===== src/hdl/fwerl_pkg.sv =====
// Shared types, constants and helpers for the fixed-window event rate limiter.
package fwerl_pkg;

    localparam int TIME_W = 64;
    localparam int CNT_W = 64;
    localparam int BURST_W = 32;
    localparam int SEV_W = 2;
    localparam int CFG_IDX_W = 1;
    localparam int CFG_DATA_W = 64;
    localparam int IN_DATA_W = 72;
    localparam int OUT_DATA_W = 392;

    localparam logic [TIME_W-1:0] WINDOW_LENGTH_RST = 64'd1000000000;
    localparam logic [BURST_W-1:0] BURST_LIMIT_RST = 32'd10;
    localparam logic [SEV_W-1:0] SEV_INVALID = 2'd3;

    typedef enum logic [CFG_IDX_W-1:0] {
        CFG_WINDOW_LENGTH = 1'b0,
        CFG_BURST_LIMIT = 1'b1
    } t_cfg_idx;

    typedef enum logic [1:0] {
        ST_OK = 2'd0,
        ST_INVALID = 2'd1,
        ST_SINK_FAIL = 2'd2
    } t_status;

    typedef struct packed {
        logic [TIME_W-1:0] event_time;
        logic [SEV_W-1:0] event_severity;
        logic text_valid;
        logic sink_accepts;
    } t_event;

    typedef struct packed {
        t_status status;
        logic forwarded;
        logic [TIME_W-1:0] record_time;
        logic [SEV_W-1:0] record_severity;
        logic [CNT_W-1:0] drops_prior;
        logic [CNT_W-1:0] attempted_total;
        logic [CNT_W-1:0] suppressed_total;
        logic [CNT_W-1:0] emitted_total;
        logic [CNT_W-1:0] failure_total;
    } t_result;

    function automatic logic [CNT_W-1:0] sat_inc(input logic [CNT_W-1:0] value);
        sat_inc = (&value) ? value : value + {{(CNT_W-1){1'b0}}, 1'b1};
    endfunction

endpackage


===== src/hdl/fwerl_core.sv =====
// Rate limiter state and the single-pass decision logic for one event.
module fwerl_core
    import fwerl_pkg::*;
(
    input  logic                i_clk,
    input  logic                i_rst_n,
    input  logic                i_step,
    input  t_event              i_event,
    input  logic [TIME_W-1:0]   i_window_length,
    input  logic [BURST_W-1:0]  i_burst_limit,
    output t_result             o_result
);

    logic               r_started;
    logic [TIME_W-1:0]  r_window_start;
    logic [TIME_W-1:0]  r_last_time;
    logic [BURST_W-1:0] r_window_count;
    logic [CNT_W-1:0]   r_pending;
    logic [CNT_W-1:0]   r_attempted;
    logic [CNT_W-1:0]   r_suppressed;
    logic [CNT_W-1:0]   r_emitted;
    logic [CNT_W-1:0]   r_failure;

    logic               n_started;
    logic [TIME_W-1:0]  n_window_start;
    logic [TIME_W-1:0]  n_last_time;
    logic [BURST_W-1:0] n_window_count;
    logic [CNT_W-1:0]   n_pending;
    logic [CNT_W-1:0]   n_attempted;
    logic [CNT_W-1:0]   n_suppressed;
    logic [CNT_W-1:0]   n_emitted;
    logic [CNT_W-1:0]   n_failure;

    logic               invalid;
    logic               restart;
    logic [BURST_W-1:0] count_now;
    logic               over_limit;
    logic [TIME_W-1:0]  elapsed;

    always_comb begin
        elapsed = i_event.event_time - r_window_start;
        invalid = (i_event.event_severity == SEV_INVALID) || !i_event.text_valid
                  || (r_started && (i_event.event_time < r_last_time));
        restart = !r_started || (elapsed >= i_window_length);
        count_now = restart ? '0 : r_window_count;
        over_limit = count_now >= i_burst_limit;

        n_started = r_started;
        n_window_start = r_window_start;
        n_last_time = r_last_time;
        n_window_count = r_window_count;
        n_pending = r_pending;
        n_attempted = r_attempted;
        n_suppressed = r_suppressed;
        n_emitted = r_emitted;
        n_failure = r_failure;

        o_result = '0;
        o_result.status = ST_OK;

        if (invalid) begin
            o_result.status = ST_INVALID;
        end else begin
            n_attempted = sat_inc(r_attempted);
            n_started = 1'b1;
            n_last_time = i_event.event_time;
            if (restart) begin
                n_window_start = i_event.event_time;
            end
            if (over_limit) begin
                n_window_count = count_now;
                n_suppressed = sat_inc(r_suppressed);
                n_pending = sat_inc(r_pending);
            end else begin
                n_window_count = count_now + {{(BURST_W-1){1'b0}}, 1'b1};
                o_result.forwarded = 1'b1;
                o_result.record_time = i_event.event_time;
                o_result.record_severity = i_event.event_severity;
                o_result.drops_prior = r_pending;
                if (!i_event.sink_accepts) begin
                    n_failure = sat_inc(r_failure);
                    o_result.status = ST_SINK_FAIL;
                end else begin
                    n_pending = '0;
                    n_emitted = sat_inc(r_emitted);
                end
            end
        end

        o_result.attempted_total = n_attempted;
        o_result.suppressed_total = n_suppressed;
        o_result.emitted_total = n_emitted;
        o_result.failure_total = n_failure;
    end

    always_ff @(posedge i_clk) begin
        if (!i_rst_n) begin
            r_started <= 1'b0;
            r_window_start <= '0;
            r_last_time <= '0;
            r_window_count <= '0;
            r_pending <= '0;
            r_attempted <= '0;
            r_suppressed <= '0;
            r_emitted <= '0;
            r_failure <= '0;
        end else if (i_step) begin
            r_started <= n_started;
            r_window_start <= n_window_start;
            r_last_time <= n_last_time;
            r_window_count <= n_window_count;
            r_pending <= n_pending;
            r_attempted <= n_attempted;
            r_suppressed <= n_suppressed;
            r_emitted <= n_emitted;
            r_failure <= n_failure;
        end
    end

endmodule


===== src/hdl/fixed_window_event_rate_limiter_unit.sv =====
// Top level of the fixed-window event rate limiter: ports, config and beat registers.
//
//   channel   direction  handshake                       payload
//   s_axis    in         s_axis_tvalid / s_axis_tready   s_axis_tdata[71:0]
//   m_axis    out        m_axis_tvalid / m_axis_tready   m_axis_tdata[391:0]
//   cfg       in         i_cfg_we                        i_cfg_index, i_cfg_data[63:0]
//
// One beat per cycle unless m_axis stalls; beats pass the input register, then the result register.
// The rate is set by the single decision pass between the input and result registers.
// Reset is synchronous: counters, window state and valid flags clear, registers
// return to window 1000000000 and burst 10. A stalled m_axis holds its beat;
// the input register takes at most one more beat, then s_axis_tready stays low.
module fixed_window_event_rate_limiter_unit
    import fwerl_pkg::*;
(
    input  logic                  i_clk,
    input  logic                  i_rst_n,
    input  logic                  s_axis_tvalid,
    output logic                  s_axis_tready,
    // event_time[63:0], event_severity[65:64], text_valid[66], sink_accepts[67], zero
    input  logic [IN_DATA_W-1:0]  s_axis_tdata,
    output logic                  m_axis_tvalid,
    input  logic                  m_axis_tready,
    // status[1:0], forwarded[2], record_time[66:3], record_severity[68:67],
    // drops_prior[132:69], attempted_total[196:133], suppressed_total[260:197],
    // emitted_total[324:261], failure_total[388:325], zero
    output logic [OUT_DATA_W-1:0] m_axis_tdata,
    input  logic                  i_cfg_we,
    input  logic [CFG_IDX_W-1:0]  i_cfg_index,
    input  logic [CFG_DATA_W-1:0] i_cfg_data
);

    logic [TIME_W-1:0]  r_window_length;
    logic [BURST_W-1:0] r_burst_limit;
    logic               r_in_vld;
    t_event             r_in;
    logic               r_out_vld;
    t_result            r_out;

    logic               advance;
    t_event             in_event;
    t_result            result;

    assign in_event.event_time = s_axis_tdata[63:0];
    assign in_event.event_severity = s_axis_tdata[65:64];
    assign in_event.text_valid = s_axis_tdata[66];
    assign in_event.sink_accepts = s_axis_tdata[67];

    assign advance = r_in_vld && (!r_out_vld || m_axis_tready);
    assign s_axis_tready = !r_in_vld || advance;

    always_ff @(posedge i_clk) begin
        if (!i_rst_n) begin
            r_window_length <= WINDOW_LENGTH_RST;
            r_burst_limit <= BURST_LIMIT_RST;
        end else if (i_cfg_we) begin
            case (t_cfg_idx'(i_cfg_index))
                CFG_WINDOW_LENGTH: r_window_length <= i_cfg_data;
                CFG_BURST_LIMIT:   r_burst_limit <= i_cfg_data[BURST_W-1:0];
                default: ;
            endcase
        end
    end

    always_ff @(posedge i_clk) begin
        if (!i_rst_n) begin
            r_in_vld <= 1'b0;
        end else if (s_axis_tready) begin
            r_in_vld <= s_axis_tvalid;
        end
    end

    always_ff @(posedge i_clk) begin
        if (s_axis_tready && s_axis_tvalid) begin
            r_in <= in_event;
        end
    end

    fwerl_core u_core (
        .i_clk           (i_clk),
        .i_rst_n         (i_rst_n),
        .i_step          (advance),
        .i_event         (r_in),
        .i_window_length (r_window_length),
        .i_burst_limit   (r_burst_limit),
        .o_result        (result)
    );

    always_ff @(posedge i_clk) begin
        if (!i_rst_n) begin
            r_out_vld <= 1'b0;
        end else if (!r_out_vld || m_axis_tready) begin
            r_out_vld <= r_in_vld;
        end
    end

    always_ff @(posedge i_clk) begin
        if (advance) begin
            r_out <= result;
        end
    end

    assign m_axis_tvalid = r_out_vld;
    assign m_axis_tdata = {3'b000,
                           r_out.failure_total,
                           r_out.emitted_total,
                           r_out.suppressed_total,
                           r_out.attempted_total,
                           r_out.drops_prior,
                           r_out.record_severity,
                           r_out.record_time,
                           r_out.forwarded,
                           r_out.status};

endmodule


===== config.mk =====
export PLATFORM = sky130hd
export DESIGN_NAME = fixed_window_event_rate_limiter_unit
export DESIGN_NICKNAME = d
export VERILOG_FILES = /design/src/hdl/fwerl_pkg.sv /design/src/hdl/fwerl_core.sv /design/src/hdl/fixed_window_event_rate_limiter_unit.sv
export SDC_FILE = /design/constraint.sdc
export NUM_CORES = 2
export LEC_CHECK = 0
export ABC_CLOCK_PERIOD_IN_PS = 14500
export BUFFER_PORTS_ARGS = -buffer_cell sky130_fd_sc_hd__clkbuf_2
export CAP_MARGIN = 0
export CORE_MARGIN = 3
export CORE_UTILIZATION = 48
export CTS_BUF_LIST = sky130_fd_sc_hd__clkbuf_2
export CTS_CLUSTER_DIAMETER = 150
export CTS_CLUSTER_SIZE = 20
export DETAILED_ROUTE_END_ITERATION = 6
export GPL_ROUTABILITY_DRIVEN = 0
export GPL_TIMING_DRIVEN = 1
export MAX_ROUTING_LAYER = met4
export PLACE_DENSITY = 0.67
export SYNTH_ARGS = -nofsm -noshare
export SYNTH_HDL_FRONTEND = slang
export SYNTH_SLANG_ARGS = --single-unit

===== constraint.sdc =====
create_clock -name i_clk -period 14.5 [get_ports i_clk]
set_input_delay 0 -clock i_clk [delete_from_list [all_inputs] [get_ports i_clk]]
set_output_delay 0 -clock i_clk [all_outputs]
set_load 0.05 [all_outputs]

# --- Word-level counts from Yosys, hierarchy flattened ---
# Index checks and enable logic that the tools add are counted.
word_totals:
  register_bits: 1036
  latch_bits: 0
  ram_bits: 0
  mem_bits_ro: 0
  inputBits: 142
  out_inout_bits: 394
  memories: 0
op_classes:
  add_sub_neg: 7
  multipliers: 0
  n_div: 0
  n_lt_le_gt_ge: 3
  eq_ne: 2
  n_shift: 0
  n_mux: 20
  n_bitwise: 2
  n_reduce_logical: 24
op_table:
  columns: ["op", "n"]
  rows:
  - ["$mux 64", 16]
  - ["$add 64x1->64 const B", 5]
  - ["$reduce_and 64->1", 5]
  - ["$mux 132", 1]
  - ["$ge 64x64->1", 1]
  - ["$lt 64x64->1", 1]
  - ["$mux 32", 2]
  - ["$sub 64x64->64", 1]
  - ["$add 32x1->32 const B", 1]
  - ["$ge 32x32->1", 1]
  - ["$reduce_and 2->1", 3]
  - ["$logic_or 1x1->1", 5]
  - ["$logic_not 1->1", 4]
  - ["$reduce_and 4->1", 1]
  - ["$logic_and 1x1->1", 3]
  - ["$reduce_and 3->1", 1]
  - ["$eq 2x2->1 const B", 1]
  - ["$mux 2", 1]
  - ["$ne 2x2->1 const B", 1]
  - ["$not 1->1", 2]
  - ["$reduce_bool 2->1", 1]
  - ["$reduce_or 2->1", 1]

# --- Depth between registers and ports, before layout ---
logic_depth:
  word_depth: 7
  mapped_depth: 38
  ltp_nobuf: 35

# --- Hierarchy ---
# Synthesis repeated with hierarchy kept, for this count alone.
unflattened:
  cells_unflattened: 5507
  area_unflattened_um2: 52434.0
by_module_without_submodules:
  columns: ["module", "n_inst", "cells_per_inst", "area_each_um2", "seq_area_each_um2"]
  rows:
  - ["fwerl_core", 1, 4633, 34808.4, 9629.2]
  - ["fixed_window_event_rate_limiter_unit", 1, 874, 17625.7, 15685.0]

# --- Least setup slack after synthesis ---
# Ideal clock, no wire load.
synth_timing:
  path_kind: "register to register"
  start: "reg r_out_vld (netlist: m_axis_tvalid)"
  end: "reg u_core.r_attempted[17]"
  setup_ps: 128
  t_arrival_ps: 13266
  required_ps: 14372
  setup_slack_ps: 1107
  stages_incl_launch_ff: 9
  path_buffers: 2
  cell_sequence: "dfxtp_1 nor2b_1 nand2b_1 inv_1 clkbuf_1 clkbuf_1 nand4_1 xnor2_1 nor2_1"
synth_via:
  elab_chain_len: 3
synth_rtl:
  columns: ["element", "line_no", "source"]
  rows:
  - ["start: declaration", "fixed_window_event_rate_limiter_unit.sv:37", "logic r_out_vld;"]
  - ["start signal: assignment", "fixed_window_event_rate_limiter_unit.sv:93", "r_out_vld <= r_in_vld;"]
  - ["$logic_not 1->1", "fixed_window_event_rate_limiter_unit.sv:49", "assign advance = r_in_vld && (!r_out_vld || m_axis_tready);"]
  - ["$logic_or 1x1->1", "fixed_window_event_rate_limiter_unit.sv:49", null]
  - ["$logic_and 1x1->1", "fixed_window_event_rate_limiter_unit.sv:49", null]
  - ["named net advance", "fixed_window_event_rate_limiter_unit.sv:40", "logic advance;"]
  - ["end signal: assignment", "fwerl_core.sv:113", "r_attempted <= n_attempted;"]
  - ["end: declaration", "fwerl_core.sv:19", "logic [CNT_W-1:0] r_attempted;"]
# The timed path passes the listed nets, and every way through them passes these cells.
# A chain may end at the register's enable or synchronous reset.

# --- Worst setup path after layout ---
layout_timing:
  start: "reg r_in[8] (netlist name)"
  end: "reg u_core.r_emitted[17]"
layout_via:
  elab_chain_len: 7
  elab_cells_between_ends: 10
  classes_between: "add/sub (1); order compare (3); mux (3); reduce/logical (3)"
layout_rtl:
  columns: ["element", "line_no", "source"]
  rows:
  - ["start: declaration", "fixed_window_event_rate_limiter_unit.sv:36", "t_event r_in;"]
  - ["start signal: assignment", "fixed_window_event_rate_limiter_unit.sv:75", "r_in <= in_event;"]
  - ["$sub 64x64->64", "fwerl_core.sv:41", "elapsed = i_event.event_time - r_window_start;"]
  - ["$ge 64x64->1", "fwerl_core.sv:44", "restart = !r_started || (elapsed >= i_window_length);"]
  - ["$logic_or 1x1->1", "fwerl_core.sv:44", null]
  - ["$mux 32", "fwerl_core.sv:45", "count_now = restart ? '0 : r_window_count;"]
  - ["$ge 32x32->1", "fwerl_core.sv:46", "over_limit = count_now >= i_burst_limit;"]
  - ["$mux 64", "fwerl_core.sv:70", "if (over_limit) begin"]
  - ["$mux 64 *", "fwerl_core.sv:61", "if (invalid) begin"]
  - ["end signal: assignment", "fwerl_core.sv:115", "r_emitted <= n_emitted;"]
  - ["end: declaration", "fwerl_core.sv:21", "logic [CNT_W-1:0] r_emitted;"]
# Mark *: on every way between the ends. The rest lies on a longest branch, timed or not.

==> impl_metrics.csv <==
group,metric,value,unit
synth,synth_fa_ha_area_share,5.54,%
synth,synth_cell_type_count,88,
synth,synthCells,5594,
route,wirelength,148000,µm
global_routing,overflow,0,
synth,yosysTopAreaCell,"edfxtp_1",
cts,cts.clk_slew.worst_paths,380,ps
cts,cts-root-buf,"clkbuf_2",
worst_hold_path,hp-start,"s_axis_tdata[36]",
route,drc_errors,0,
cts,cts_setup_buffers,0,
sta,worst_pin_slew,1200,ps
run,cap_violations,0,
sta,setup_tns,0,ps
synth,yosysSeqAreaShare,48.8,%
synth,synth_top_family_by_area,"simple AND/OR/NAND/NOR gates",
final_layout,drive_gt1_share,11.5,%
synth,syn_avg_cell_area,9.26,µm²
cts,clk_path_buf_depth,3,
synth,synth-edff-count,457,
cts,htree_levels,2,
placement,dp_hpwl,94700,µm
synth,ys_ff_latch,1036,
sta,slew_viol_final,0,
critical_path,critPathLaunchType,"flip-flop",
sta,clock.fmax,91.0,MHz
placement,place_ws,3760,ps
floorplan,core_region_area,0.106,mm²
critical_path,ff2ff_path_depth,30,
synth,synthSimpleGateAreaFrac,21.6,%
global_routing,grt_pass1_wl,233000,µm
power_and_ir_drop,vdd_drop_max,0.0891,mV
synth,synth_area,0.0518,mm²
synth,synth_flop_cell,"dfxtp_1",
sta,fin_crit,10980,ps
cts,numCtsBuffers,58,
route,highest_layer,"met4",
cts,cts_hold_buf,493,
route,wl_met1,62600,µm
final_layout,nNetsFinal,6772,
critical_path,r2r-start,"r_in[8]$_DFFE_PP_",
floorplan,start_util,48.8,%
route,via_per_inst,5.67,
synth,synth_compound_area_share,12.3,%
final_layout,area_growth,17.5,%
route,ant_nets,0,
cts,ctsResizeCount,0,
worst_hold_path,hp-class,"in2reg",
critical_path,path_common_cell,"a21o_1",
sta,setup_ws,3520,ps
route,route.met3.wl,8180,µm
worst_hold_path,holdPathEnd,"r_in[40]$_DFFE_PP_",
critical_path,max_stage_delay,1020,ps
route,drt-initial-drc-count,3800,
critical_path,end_kind,"flip-flop",
route,drt_first_pass_iters,6,
cts,clkSinkCount,1036,
global_routing,grt.total_usage,26.3,%
sta,setup_violations,0,
synth,netlist.area_leader.share,26.5,%
power_and_ir_drop,leakage,22.6,nW
placement,portBuffers,528,
synth,synth_mux_area_share,0.606,%
synth,synth-xor-area-share,6.46,%
critical_path,r2r_slack,3520,ps
synth,synthTopCellsByArea,"edfxtp_1 (26%), dfxtp_1 (22%), nand2_1 (5.7%)",
cts,cts_tree,"yes",
global_routing,grt_pass1_vias,42400,
floorplan,dieArea,0.112,mm²
synth,yosys_warnings,0,
global_routing,grt_max_degree,151,
global_routing,antenna_found_initial,9,
sta,hold_violations,0,
synth,ys_async_sr_fraction,0,%
cts,clk_latency,1510,ps
critical_path,path_class,"reg2reg",
route,vias,44500,
floorplan,die_x,335,µm
critical_path,required,15840,ps
critical_path,cp_data_arrival_time,12320,ps
run_status,status,"complete, no violations",
floorplan,rows,119,
sta,finalClockSkew,163,ps
critical_path,timing.rr.end,"u_core.r_emitted[17]$_SDFFE_PN0P_",
route,wl_per_cell,18.8,µm
route,dr_wl_met2,70700,µm
floorplan,io_pins,536,
critical_path,slowest_stage,"nand3_2",
power_and_ir_drop,power-per-cell-area,85.4,mW/mm²
worst_hold_path,holdPathStages,4,
critical_path,path_max_fanout,75,
floorplan,die_h,335,µm
sta,rsz0062_at_grt,"false",
sta,max_slew_margin,20.2,%
sta,min_period_over_period,75.7,%
metrics by stage:
stage / power (mW) / area [µm²] / hold WS (ps) / instances / utilization, %
after floorplan: 3.81 / 51800 / 98.9 / 5596 / -
after global placement: 3.99 / 55300 / 177 / 7239 / 52.1
after detailed placement: 4.00 / 55300 / 179 / 7239 / 52.1
after CTS: 5.23 / 60900 / 4.11 / 7839 / 57.3
after global routing: 5.42 / 60900 / 88.9 / 7854 / 57.4
final: 5.20 / 60900 / 291 / 7856 / 57.4
state kept, by name, indices dropped and copies added, names as in the netlist, 32 cells and up:
name and flops:
u_core.r_failure 64, u_core.r_window_count 32, u_core.r_window_start 64, u_core.r_suppressed 64
u_core.r_emitted 64, u_core.r_pending 64, u_core.r_last_time 64, u_core.r_attempted 64
r_in 68, r_burst_limit 32, m_axis_tdata 389, r_window_length 64
per-layer routing:
metal  global-route usage (%)  vias to the layer above
li1                         -                    21500
met1                     33.4                    21200
met2                     43.4                     1468
met3                     3.14                      341
met4                     9.80                        0
met5                        -                        -
placed cells by master, fill, tap and decap left out, types with 180 or more instances in the layout:
master and instances:
xor2_1 190, clkbuf_2 630, nor2_1 299, xnor2_1 192
ha_1 228, inv_1 294, edfxtp_1 457, nand3_1 180
dlygate4sd3_1 491, nand2_1 785, a21oi_1 547, and3_1 185
dfxtp_1 579
critical path: cells and delay by family (launching register included):
family	cells	cell delay [ps]
fa+ha+maj	3	1010
xor+xnor	1	160
simple gates	7	2910
flops	1	570
compound gates	19	6130
kinds of logic (layout without fill, tap and decap cells):
kind of cell,count (synthesis),in the layout
adders and majority gates,229,229
muxes,31,31
AOI/OAI and AO/OA,1086,1086
other,1,20
and+or+nand+nor,2224,2224
xor gates and xnor gates,382,382
DFF,1036,1036
buffers and inverters,605,1457
worst max-delay path by stage:
| stage | startpoint | end | slack (ps) | depth (start not counted) |
|---|---|---|---|---|
| 3_3_place_gp | r_in[4]$_DFFE_PP_ | m_axis_tdata[315]$_DFFE_PP_ | 3780 | 30 |
| 4_1_cts | r_in[8]$_DFFE_PP_ | u_core.r_emitted[18]$_SDFFE_PN0P_ | 3660 | 30 |
| 2_1_floorplan | m_axis_tvalid$_SDFFE_PN0P_ | u_core.r_attempted[17]$_SDFFE_PN0P_ | 1110 | 8 |
| 5_1_grt | r_in[4]$_DFFE_PP_ | u_core.r_emitted[9]$_SDFFE_PN0P_ | 2810 | 32 |
| 3_5_place_dp | r_in[4]$_DFFE_PP_ | u_core.r_emitted[31]$_SDFFE_PN0P_ | 3760 | 32 |
| 6_report | r_in[8]$_DFFE_PP_ | u_core.r_emitted[17]$_SDFFE_PN0P_ | 3520 | 30 |
area by class of cell:
| cell class | count | area, µm² |
|---|---|---|
| fill | 9112 | 45300 |
| sequential | 1036 | 25300 |
| multi-input combinational | 3955 | 24200 |
| timing repair buffer | 1053 | 7870 |
| tap | 1391 | 1740 |
| inverter | 297 | 1130 |
| clock buffer | 103 | 515 |
| clock inverter | 4 | 87.6 |
| antenna | 17 | 42.5 |
cells in the mapped netlist, drive strengths merged (188+ instances only):
cell,n
a21oi,548
and3,188
clkbuf,244
dfxtp,579
edfxtp,457
ha,228
inv,297
nand2,788
nor2,303
o21ai,204
xnor2,192
xor2,190
power by group:
| part | leakage [nW] | internal, mW | switching [mW] |
|---|---|---|---|
| sequential | 8.82 | 3.15 | 0.0570 |
| clock | 0.466 | 0.220 | 0.916 |
| combinational | 13.3 | 0.291 | 0.568 |
| total | 22.6 | 3.66 | 1.54 |
(Power assumes the default switching activity.)
